==> src/rtl/assert_macros.svh <==
// Assertion helpers for the patch decoder. Both forms are compiled away in synthesis.
`ifndef ASSERT_MACROS_SVH
`define ASSERT_MACROS_SVH

`ifndef SYNTHESIS
`define IPD_ASSERT(label, clk, rst_n, prop, msg) \
    label: assert property (@(posedge clk) disable iff (!rst_n) prop) else $error(msg);
`define IPD_ASSERT_NEXT(label, clk, rst_n, pre, post, msg) \
    label: assert property (@(posedge clk) disable iff (!rst_n) pre |=> post) else $error(msg);
`else
`define IPD_ASSERT(label, clk, rst_n, prop, msg)
`define IPD_ASSERT_NEXT(label, clk, rst_n, pre, post, msg)
`endif

`endif

==> src/rtl/ipd_pkg.sv <==
package ipd_pkg;

    typedef enum logic [2:0] {
        KIND_WRITE     = 3'd0,
        KIND_FILL      = 3'd1,
        KIND_DONE      = 3'd2,
        KIND_BAD_MAGIC = 3'd3,
        KIND_TRUNCATED = 3'd4
    } ipd_kind_t;

    typedef struct packed {
        ipd_kind_t   kind;
        logic [31:0] address;
        logic [15:0] length;
        logic [7:0]  value;
        logic        last;
    } ipd_result_t;

    // Results of one accepted item; the second is valid only with the first.
    typedef struct packed {
        logic        v0;
        logic        v1;
        ipd_result_t r0;
        ipd_result_t r1;
    } ipd_push_t;

    localparam logic [31:0] MAGIC_IPS_HEAD = 32'h5041_5443;
    localparam logic [7:0]  MAGIC_IPS_TAIL = 8'h48;
    localparam logic [31:0] MAGIC_I32_HEAD = 32'h4950_5333;
    localparam logic [7:0]  MAGIC_I32_TAIL = 8'h32;
    localparam logic [31:0] END_IPS        = 32'h0045_4F46;
    localparam logic [31:0] END_I32        = 32'h4545_4F46;
    localparam logic [32:0] ADDR_SPACE     = 33'h1_0000_0000;
    localparam int          QUEUE_DEPTH    = 3;

endpackage

==> src/rtl/ipd_decode.sv <==
module ipd_decode (
    input  logic              aclk,
    input  logic              aresetn,
    input  logic              cfg_wr_en,
    input  logic [32:0]       cfg_wr_data,
    input  logic              accept,
    input  logic [7:0]        patch_byte,
    input  logic              first_byte,
    input  logic              final_byte,
    output ipd_pkg::ipd_push_t push
);

    typedef enum logic [2:0] {
        PH_MAGIC,
        PH_OFFSET,
        PH_SIZE,
        PH_RLE_LEN,
        PH_RLE_VAL,
        PH_DATA,
        PH_ENDED
    } phase_t;

    phase_t      phase_reg, phase_next, phase_start;
    logic        wide_reg, wide_next;
    logic [2:0]  fc_reg, fc_next;
    logic [31:0] off_reg, off_next;
    logic [15:0] left_reg, left_next;
    logic [32:0] wa_reg, wa_next;
    logic [32:0] lim_reg, lim_next;
    logic [32:0] room;
    logic [15:0] fill_len;
    logic        main_v, trunc_v;
    ipd_pkg::ipd_result_t main_r, trunc_r;

    // Room between the record offset and the image end; only used when positive.
    assign room     = lim_reg - {1'b0, off_reg};
    assign fill_len = (room[32:16] != '0 || room[15:0] >= left_reg) ? left_reg : room[15:0];
    assign lim_next = cfg_wr_data[32] ? ipd_pkg::ADDR_SPACE : cfg_wr_data;

    always_comb begin
        phase_next = phase_reg;
        wide_next  = wide_reg;
        fc_next    = fc_reg;
        off_next   = off_reg;
        left_next  = left_reg;
        wa_next    = wa_reg;
        main_v     = 1'b0;
        main_r     = '0;
        trunc_v    = 1'b0;
        trunc_r    = '0;

        if (first_byte) begin
            phase_next = PH_MAGIC;
            fc_next    = '0;
            off_next   = '0;
            wide_next  = 1'b0;
        end
        phase_start = phase_next;

        case (phase_next)
            PH_MAGIC: begin
                if (fc_next < 3'd4) begin
                    off_next = {off_next[23:0], patch_byte};
                    fc_next  = fc_next + 3'd1;
                end else if (off_next == ipd_pkg::MAGIC_IPS_HEAD &&
                             patch_byte == ipd_pkg::MAGIC_IPS_TAIL) begin
                    wide_next  = 1'b0;
                    phase_next = PH_OFFSET;
                    fc_next    = '0;
                    off_next   = '0;
                end else if (off_next == ipd_pkg::MAGIC_I32_HEAD &&
                             patch_byte == ipd_pkg::MAGIC_I32_TAIL) begin
                    wide_next  = 1'b1;
                    phase_next = PH_OFFSET;
                    fc_next    = '0;
                    off_next   = '0;
                end else begin
                    main_v      = 1'b1;
                    main_r.kind = ipd_pkg::KIND_BAD_MAGIC;
                    phase_next  = PH_ENDED;
                end
            end
            PH_OFFSET: begin
                off_next = {off_next[23:0], patch_byte};
                fc_next  = fc_next + 3'd1;
                if (fc_next >= (wide_next ? 3'd4 : 3'd3)) begin
                    fc_next = '0;
                    if (off_next == (wide_next ? ipd_pkg::END_I32 : ipd_pkg::END_IPS)) begin
                        main_v      = 1'b1;
                        main_r.kind = ipd_pkg::KIND_DONE;
                        phase_next  = PH_ENDED;
                    end else begin
                        phase_next = PH_SIZE;
                        left_next  = '0;
                    end
                end
            end
            PH_SIZE: begin
                left_next = {left_next[7:0], patch_byte};
                fc_next   = fc_next + 3'd1;
                if (fc_next >= 3'd2) begin
                    fc_next = '0;
                    if (left_next == '0) begin
                        phase_next = PH_RLE_LEN;
                    end else begin
                        phase_next = PH_DATA;
                        wa_next    = {1'b0, off_next};
                    end
                end
            end
            PH_RLE_LEN: begin
                left_next = {left_next[7:0], patch_byte};
                fc_next   = fc_next + 3'd1;
                if (fc_next >= 3'd2) begin
                    fc_next    = '0;
                    phase_next = PH_RLE_VAL;
                end
            end
            PH_RLE_VAL: begin
                if ({1'b0, off_reg} < lim_reg && left_reg != '0) begin
                    main_v         = 1'b1;
                    main_r.kind    = ipd_pkg::KIND_FILL;
                    main_r.address = off_reg;
                    main_r.length  = fill_len;
                    main_r.value   = patch_byte;
                end
                phase_next = PH_OFFSET;
                fc_next    = '0;
                off_next   = '0;
            end
            PH_DATA: begin
                // The write address is one bit wider than the offset, so a record that wraps
                // past the 32-bit space stays beyond the image end.
                if (wa_reg < lim_reg) begin
                    main_v         = 1'b1;
                    main_r.kind    = ipd_pkg::KIND_WRITE;
                    main_r.address = wa_reg[31:0];
                    main_r.length  = 16'd1;
                    main_r.value   = patch_byte;
                end
                wa_next   = wa_reg + 33'd1;
                left_next = left_reg - 16'd1;
                if (left_next == '0) begin
                    phase_next = PH_OFFSET;
                    fc_next    = '0;
                    off_next   = '0;
                end
            end
            default: begin
            end
        endcase

        if (final_byte && phase_start != PH_ENDED && phase_next != PH_ENDED) begin
            trunc_v      = 1'b1;
            trunc_r.kind = (phase_next == PH_MAGIC) ? ipd_pkg::KIND_BAD_MAGIC
                                                    : ipd_pkg::KIND_TRUNCATED;
            phase_next   = PH_ENDED;
        end
    end

    always_comb begin
        push = '0;
        if (main_v) begin
            push.v0      = accept;
            push.r0      = main_r;
            push.r0.last = !trunc_v;
            push.v1      = accept && trunc_v;
            push.r1      = trunc_r;
            push.r1.last = 1'b1;
        end else begin
            push.v0      = accept && trunc_v;
            push.r0      = trunc_r;
            push.r0.last = 1'b1;
            push.r1      = trunc_r;
        end
    end

    always_ff @(posedge aclk) begin
        if (!aresetn) begin
            phase_reg <= PH_MAGIC;
            wide_reg  <= 1'b0;
            fc_reg    <= '0;
            off_reg   <= '0;
            left_reg  <= '0;
            wa_reg    <= '0;
            lim_reg   <= '0;
        end else begin
            if (accept) begin
                phase_reg <= phase_next;
                wide_reg  <= wide_next;
                fc_reg    <= fc_next;
                off_reg   <= off_next;
                left_reg  <= left_next;
                wa_reg    <= wa_next;
            end
            if (cfg_wr_en) begin
                lim_reg <= lim_next;
            end
        end
    end

endmodule

==> src/rtl/ipd_out_queue.sv <==
module ipd_out_queue (
    input  logic                 aclk,
    input  logic                 aresetn,
    input  ipd_pkg::ipd_push_t   push,
    input  logic                 pop_ready,
    output logic                 head_valid,
    output ipd_pkg::ipd_result_t head,
    output logic                 has_room
);

    ipd_pkg::ipd_result_t slot_reg  [ipd_pkg::QUEUE_DEPTH];
    ipd_pkg::ipd_result_t slot_next [ipd_pkg::QUEUE_DEPTH];
    ipd_pkg::ipd_result_t shifted   [ipd_pkg::QUEUE_DEPTH];
    logic [1:0] count_reg, count_next, kept;
    logic       pop;

    assign head_valid = count_reg != 2'd0;
    assign head       = slot_reg[0];
    assign pop        = head_valid && pop_ready;
    // Room for the two results one item can cause.
    assign has_room   = count_reg <= 2'd1;
    assign kept       = count_reg - {1'b0, pop};
    assign count_next = kept + {1'b0, push.v0} + {1'b0, push.v1};

    always_comb begin
        for (int i = 0; i < ipd_pkg::QUEUE_DEPTH; i++) begin
            if (pop && i < ipd_pkg::QUEUE_DEPTH - 1) begin
                shifted[i] = slot_reg[i + 1];
            end else begin
                shifted[i] = slot_reg[i];
            end
            if (2'(i) < kept) begin
                slot_next[i] = shifted[i];
            end else if (2'(i) == kept && push.v0) begin
                slot_next[i] = push.r0;
            end else if (2'(i) == kept + 2'd1 && push.v1) begin
                slot_next[i] = push.r1;
            end else begin
                slot_next[i] = shifted[i];
            end
        end
    end

    always_ff @(posedge aclk) begin
        if (!aresetn) begin
            count_reg <= '0;
        end else begin
            count_reg <= count_next;
        end
    end

    always_ff @(posedge aclk) begin
        for (int i = 0; i < ipd_pkg::QUEUE_DEPTH; i++) begin
            slot_reg[i] <= slot_next[i];
        end
    end

endmodule

==> src/rtl/ips_patch_stream_decoder_core.sv <==
// IPS / IPS32 patch stream decoder.
// Input channel (s_*): one patch file byte per item, with first_byte marking the
// start of a new file and final_byte the last byte available.
// Result channel (m_*): write, fill, done and error commands, one per item;
// m_last_of_run marks the last result caused by one input byte.
// Configuration: cfg_wr_en writes the 33-bit image size; write it
// only while the block is idle.
// Results are registered in the result queue before they appear on m_*.
// Throughput: one byte per cycle while each byte gives at most one result and
// m_ready stays high.
// A byte giving two results (a command followed by a truncation error) leaves at least
// two entries in the three-entry result queue, so s_ready drops after it.
// A result waits in the queue while m_ready is low. s_ready is high only while at
// most one result is queued, so a stalled receiver holds up the input once two are
// queued, and s_ready returns as soon as the queue is down to one entry.
// Reset clears the parser to wait for magic bytes, the image size to zero and
// the queue to empty; s_ready rises the cycle after reset is released.
`include "assert_macros.svh"

module ips_patch_stream_decoder_core (
    input  logic        aclk,
    input  logic        aresetn,
    input  logic        cfg_wr_en,
    input  logic [32:0] cfg_wr_data,
    input  logic        s_valid,
    output logic        s_ready,
    input  logic [7:0]  s_patch_byte,
    input  logic        s_first_byte,
    input  logic        s_final_byte,
    output logic        m_valid,
    input  logic        m_ready,
    output logic [2:0]  m_kind,
    output logic [31:0] m_address,
    output logic [15:0] m_length,
    output logic [7:0]  m_value,
    output logic        m_last_of_run
);

    logic                 run_reg;
    logic                 has_room;
    logic                 accept;
    ipd_pkg::ipd_push_t   push;
    ipd_pkg::ipd_result_t head;

    assign s_ready = run_reg && has_room;
    assign accept  = s_valid && s_ready;

    always_ff @(posedge aclk) begin
        if (!aresetn) begin
            run_reg <= 1'b0;
        end else begin
            run_reg <= 1'b1;
        end
    end

    ipd_decode u_decode (
        .aclk        (aclk),
        .aresetn     (aresetn),
        .cfg_wr_en   (cfg_wr_en),
        .cfg_wr_data (cfg_wr_data),
        .accept      (accept),
        .patch_byte  (s_patch_byte),
        .first_byte  (s_first_byte),
        .final_byte  (s_final_byte),
        .push        (push)
    );

    ipd_out_queue u_queue (
        .aclk       (aclk),
        .aresetn    (aresetn),
        .push       (push),
        .pop_ready  (m_ready),
        .head_valid (m_valid),
        .head       (head),
        .has_room   (has_room)
    );

    assign m_kind        = head.kind;
    assign m_address     = head.address;
    assign m_length      = head.length;
    assign m_value       = head.value;
    assign m_last_of_run = head.last;

    `IPD_ASSERT(a_pair_order, aclk, aresetn, push.v1 |-> (push.v0 && !push.r0.last && push.r1.last), "second result of an item out of order")
    `IPD_ASSERT(a_status_clean, aclk, aresetn, (m_valid && m_kind != ipd_pkg::KIND_WRITE && m_kind != ipd_pkg::KIND_FILL) |-> (m_address == 32'd0 && m_length == 16'd0 && m_value == 8'd0 && m_last_of_run), "status result carries payload")
    `IPD_ASSERT(a_write_len, aclk, aresetn, (m_valid && m_kind == ipd_pkg::KIND_WRITE) |-> (m_length == 16'd1), "byte write with length other than one")
    `IPD_ASSERT_NEXT(a_no_push_when_full, aclk, aresetn, !has_room, !(($past(push.v0)) && !$past(has_room)), "result pushed into a full queue")

endmodule

==> config.mk <==
export PLATFORM = sky130hd
export DESIGN_NAME = ips_patch_stream_decoder_core
export DESIGN_NICKNAME = d
export VERILOG_FILES = /design/src/rtl/ipd_pkg.sv /design/src/rtl/ipd_decode.sv /design/src/rtl/ipd_out_queue.sv /design/src/rtl/ips_patch_stream_decoder_core.sv
export VERILOG_INCLUDE_DIRS = /design/src /design/src/rtl
export SDC_FILE = /design/constraint.sdc
export NUM_CORES = 1
export LEC_CHECK = 0
export BUFFER_PORTS_ARGS = -buffer_cell sky130_fd_sc_hd__buf_4
export CAP_MARGIN = 20
export CORE_MARGIN = 2
export CORE_UTILIZATION = 43
export CTS_BUF_LIST = sky130_fd_sc_hd__clkbuf_2
export CTS_CLUSTER_SIZE = 10
export DETAILED_ROUTE_END_ITERATION = 7
export GPL_TIMING_DRIVEN = 0
export SKIP_LAST_GASP = 1
export SYNTH_ARGS = -nofsm -noshare
export SYNTH_HDL_FRONTEND = slang
export SYNTH_SLANG_ARGS = --single-unit
==> constraint.sdc <==
create_clock -name aclk -period 10.3 [get_ports aclk]
set_input_delay 0.515 -clock aclk [delete_from_list [all_inputs] [get_ports aclk]]
set_output_delay 0.515 -clock aclk [all_outputs]
set_load 0.01 [all_outputs]
After elaboration in Yosys (flattened, before gate mapping)
Memory sizes are Yosys's and may differ from the RTL's.
Index checks and enable logic that the tools add are counted.
W data, S select, Z words.
{"block": "totals", "reg_bits": 124, "ramBits": 180, "in_bits": 48, "memories": 1}
{"block": "op_classes", "add_sub_neg": 8, "order_cmp": 10, "eq_ne": 20, "muxes": 76, "n_reduce_logical": 31}
{"name": "u_queue.slot_reg", "words": 3, "width": 60, "read_ports": 3, "rd_ports_with_merged_regs": 0, "wr": 3, "line_no": "ipd_out_queue.sv:11", "text": "ipd_pkg::ipd_result_t slot_reg [ipd_pkg::QUEUE_DEPTH];"}
{"operator": "$mux W60", "n": 11}
{"operator": "$mux W32", "n": 5}
{"operator": "$pmux W32 S4", "n": 1}
{"operator": "$mux W120", "n": 1}
{"operator": "$pmux W56 S2", "n": 1}
{"operator": "$mux W33", "n": 3}
{"operator": "$mux W3", "n": 24}
{"operator": "$pmux W33 S2", "n": 1}
{"operator": "$eq A32 B31 Y1 const B", "n": 2}
{"operator": "$mux W57", "n": 1}
{"operator": "$mux W56", "n": 1}
{"operator": "$mux W16", "n": 3}
{"operator": "$pmux W16 S3", "n": 1}
{"operator": "$add A33 B1 Y33 const B", "n": 1}
{"operator": "$lt A32 B33 Y1", "n": 1}
{"operator": "$lt A33 B33 Y1", "n": 1}
{"operator": "$sub A33 B32 Y33", "n": 1}
{"operator": "$eq A32 B32 Y1", "n": 1}
{"operator": "$logic_not A16 Y1", "n": 2}
{"operator": "$mux W31", "n": 1}
{"operator": "$pmux W3 S6", "n": 1}
{"operator": "$reduce_bool A17 Y1", "n": 1}
{"operator": "$ge A16 B16 Y1", "n": 1}
{"operator": "$mux W1", "n": 16}
{"operator": "other kinds (35)", "n": 63}

Logic depth before layout (Yosys ltp)
{"block": "depth", "ltp_word": 16, "depth_mapped": 24, "mapped_depth_nobuf": 22}

By module
A second synthesis with hierarchy kept.
{"block": "hier_totals", "cells_unflattened": 2847, "hier_area_um2": 23152.2}
{"module": "ipd_out_queue", "instances": 1, "cells_per_inst": 1360, "area_each_um2": 12319.3, "seq_area_each_um2": 4244.1}
{"module": "ipd_decode", "instances": 1, "cells_per_inst": 1484, "area_each_um2": 10800.4, "seq_area_each_um2": 2422.3}
{"module": "ips_patch_stream_decoder_core", "instances": 1, "cells_per_inst": 3, "area_each_um2": 32.5, "seq_area_each_um2": 20.0}

Worst setup path before layout
OpenSTA, ideal clock, no wires.
{"block": "synth_path", "kind": "input to register", "from": "input s_first_byte", "to": "memory u_queue.slot_reg[0][120] (netlist name) (enable)", "setup_time_ns": 0.561, "t_arrival_ns": 7.536, "required_time_ns": 9.739, "setup_slack_ns": 2.203, "stages": 17, "path_buffers": 3, "cell_sequence": "clkbuf_1 -> inv_1 -> clkbuf_1 -> nand2_1 -> inv_1 -> ha_1 -> xnor2_1 -> inv_1 -> ha_1 -> a211oi_1 -> nor2_1 -> a21o_1 -> nor3_4 -> nor2_1 -> or3_1 -> buf_2 -> o21ai_0"}
{"element": "start: declaration", "line_no": "ips_patch_stream_decoder_core.sv:28", "text": "input logic s_first_byte,"}
{"element": "end: declaration", "line_no": "ipd_out_queue.sv:11"}

==> results.json <==
{
  "period_minus_slack_ns": 6.63,
  "coreArea_mm2": 0.0411,
  "cts.repair.resized": 0,
  "hpwl_um": 49400,
  "port-buffer-count": 109,
  "layout.nets": 2526,
  "critPathMaxFanout": 10,
  "met3_usage": 0.0517,
  "timing.final.crit_share": 0.643,
  "tns_ns": 0,
  "syn_area_per_cell_um2": 8.43,
  "layout-drive-gt1-share": 0.152,
  "worst_slack_ns": 3.67,
  "synth_area_mm2": 0.0180,
  "hp-start": "cfg_wr_en",
  "fin_hold_ws_ns": 0.182,
  "ys_warn_count": 0,
  "maxSlewHeadroom": 0.310,
  "ys_ff_latch": 304,
  "critPathKind": "reg -> reg",
  "path_cells": "inv_1 -> ha_1 -> a21oi_1 -> o21ai_0 -> nor2b_1 -> nor3_1 -> o21bai_1 -> a21oi_1 -> o21ai_0 -> xor2_1 -> ha_1 -> a21oi_1 -> o21ai_0 -> inv_1 -> o221a_2 -> o221ai_1 -> or4b_1 -> a2111oi_0 -> and4_1 -> buf_2 -> buf_2 -> a21oi_1 -> a21oi_1 -> nor2_1",
  "synth_top_area_share": 0.271,
  "fin_skew_ns": 0.0849,
  "num_vias": 17600,
  "wire_per_inst_um": 21.9,
  "ctsHoldBuffers": 47,
  "synth_mux_area_frac": 0.0440,
  "grt_pass1_wl_um": 99100,
  "io_pins": 110,
  "ir_drop_mv": 0.113,
  "stdcell_count": 2989,
  "synth_top_family_by_area": "compound AO/OA/AOI/OAI gates",
  "reg2reg_from": "u_decode.off_reg[6]",
  "grtUsageMet1": 0.394,
  "synth_simple_gate_area_frac": 0.188,
  "syn-instance-count": 2136,
  "hold_viol": 0,
  "cp_common_cell": "a21oi_1",
  "dp.cells": 2784,
  "synth-edff-count": 60,
  "drcViolationCount": 0,
  "power.density_mw_per_mm2": 197,
  "synth-async-reset-ratio": 0,
  "clock-root-buffer": "clkbuf_2",
  "grt_pass1_vias": 16900,
  "status": "complete, no violations",
  "synthTopCellsByCount": "244 x dfxtp_1, 207 x a21oi_1, 161 x nor2_1",
  "crit_buf_inv": 4,
  "finalPower_mw": 4.12,
  "antenna_found_initial": 3,
  "setup_viol": 0,
  "clkSinkCount": 304,
  "yosys.area_share.xor_xnor": 0.0190,
  "slew_viol_final": 0,
  "drtIter0Drc": 1607,
  "viasPerCell": 5.88,
  "max-cap-violations": 0,
  "cts_buffers": 84,
  "post-cts-setup-buffers": 0,
  "top_usage_layer": "met2",
  "synth_area_leader_cell": "dfxtp_1",
  "gr-total-overflow": 0,
  "first_pass_iters": 6,
  "max_freq_mhz": 151,
  "clk_pin_slew_ns": 0.11,
  "fillers": 4103,
  "die_w_um": 209,
  "post-place-ws_ns": 3.91,
  "cts_tree": "done",
  "grt_max_degree": 20,
  "ys_seq_area_frac": 0.372,
  "clk_latency_ns": 1.04,
  "crit_path_end_kind": "flop",
  "clockBufferDepth": 3,
  "cpLargestDelayFamily": "compound AO/OA/AOI/OAI gates",
  "cts_max_level": 3,
  "grtUsageMet2": 0.480,
  "start_util": 0.438,
  "gp_congestion": 0.951,
  "yosysUniqueCellTypes": 81,
  "track_usage": 0.294,
  "placementRows": 74,
  "synth_compound_area_frac": 0.235,
  "hold_class": "in -> reg",
  "fp.dieH_um": 209,
  "startpoint_type": "flop",
  "yosysMostFrequentCell": "dfxtp_1",
  "arrival_ns": 7.37,
  "tightest_slew_ns": 1.04,
  "cp_slowest_cell": "dfxtp_1",
  "synth_area_leaders": "dfxtp_1 27%, edfxtp_1 10%, ha_1 6.3%",
  "largest_reg_flops": 180,
  "crit_path_max_incr_delay_ns": 0.67,
  "critPathLaunch": "u_decode.off_reg[6]",
  "rsz0062_at_grt": "no",
  "required_ns": 11.04,
  "cellLeakagePower_nw": 8.37,
  "synth_top_flop_cell": "dfxtp_1",
  "dieArea_mm2": 0.0435,
  "drt-total-wl_um": 65500,
  "final_antenna_net_count": 0,
  "syn2layout_area_growth_pct": 16.1,
  "synth_fa_ha_area_frac": 0.0648,
  "synthesis.nets": 2276
}
==> worst reg2reg max path, stage by stage, from the launching register on <==
cell and delay [ns]:
dfxtp_1 0.67, inv_1 0.10, ha_1 0.41, a21oi_1 0.10, o21ai_0 0.42, nor2b_1 0.31
nor3_1 0.14, o21bai_1 0.17, a21oi_1 0.12, o21ai_0 0.23, xor2_1 0.37, ha_1 0.34
a21oi_1 0.13, o21ai_0 0.26, inv_1 0.14, o221a_2 0.19, o221ai_1 0.10, or4b_1 0.53
a2111oi_0 0.27, and4_1 0.33, buf_2 0.24, buf_2 0.24, a21oi_1 0.09, a21oi_1 0.32
nor2_1 0.09
==> metal layers <==
metal  share of wire  vias up  routed length, µm
met2            0.46      691              30300
met4           0.028        0               1870
met3           0.069      127               4490
li1                -     8277                  -
met1            0.44     8471              28900
met5               0        -                  0
==> path summary, 6_finish.rpt <==
kind                         endpoint  slack, ns  depth (start not counted)
min              u_decode.lim_reg[22]       0.18                          4
max          u_queue.slot_reg[0][132]       3.67                         24
max reg2reg  u_queue.slot_reg[0][132]       3.67                         24
min reg2reg   u_queue.slot_reg[0][57]       0.48                          2
==> cell families after synthesis <==
family / count (synthesis)
flops: 304
fa+ha+maj: 92
simple gates: 655
buf+inv: 303
compound gates: 664
xor+xnor: 39
mux: 79
==> cell type report <==
type                       instances  area, µm²  area share
multi-input combinational       1529       9920       0.475
sequential                       304       6690       0.320
timing repair buffer             164       1400      0.0672
buffer                           195       1000      0.0479
clock buffer                     133        666      0.0318
tap                              532        666      0.0318
inverter                         108        405      0.0194
clock inverter                    20        141     0.00676
antenna                            4       10.0    0.000479
==> metrics by stage <==
stage           util  cell area, µm²
2_1_floorplan      -           18000
3_3_place_gp   0.474           19500
3_5_place_dp   0.477           19600
4_1_cts        0.508           20900
5_1_grt        0.508           20900
6_report       0.508           20900
==> report_power, final <==
group	switching, mW	leakage, nW	internal (mW)
clock	0.544	0.614	0.390
combinational	0.811	5.12	0.752
sequential	0.141	2.63	1.48
==> placed cells by master (no fill, tap or decap), drive strengths merged, types with 16 or more instances in the layout <==
cell type,Yosys,layout
nand2,144,144
ha,90,90
dfxtp,244,244
and2,94,94
inv,107,108
a21o,23,23
a21oi,209,209
nor2,162,162
o21ai,108,108
a22oi,67,67
nor2b,51,51
nor4,18,18
nand3,33,33
o22ai,80,80
dlygate4sd3,0,47
edfxtp,60,60
a211oi,55,55
nand4,35,35
buf,92,209
clkinv,1,16
clkbuf,103,236
mux2i,78,78
nor3,38,38
xnor2,29,29
Note: power is estimated with default switching activity, not from simulation.
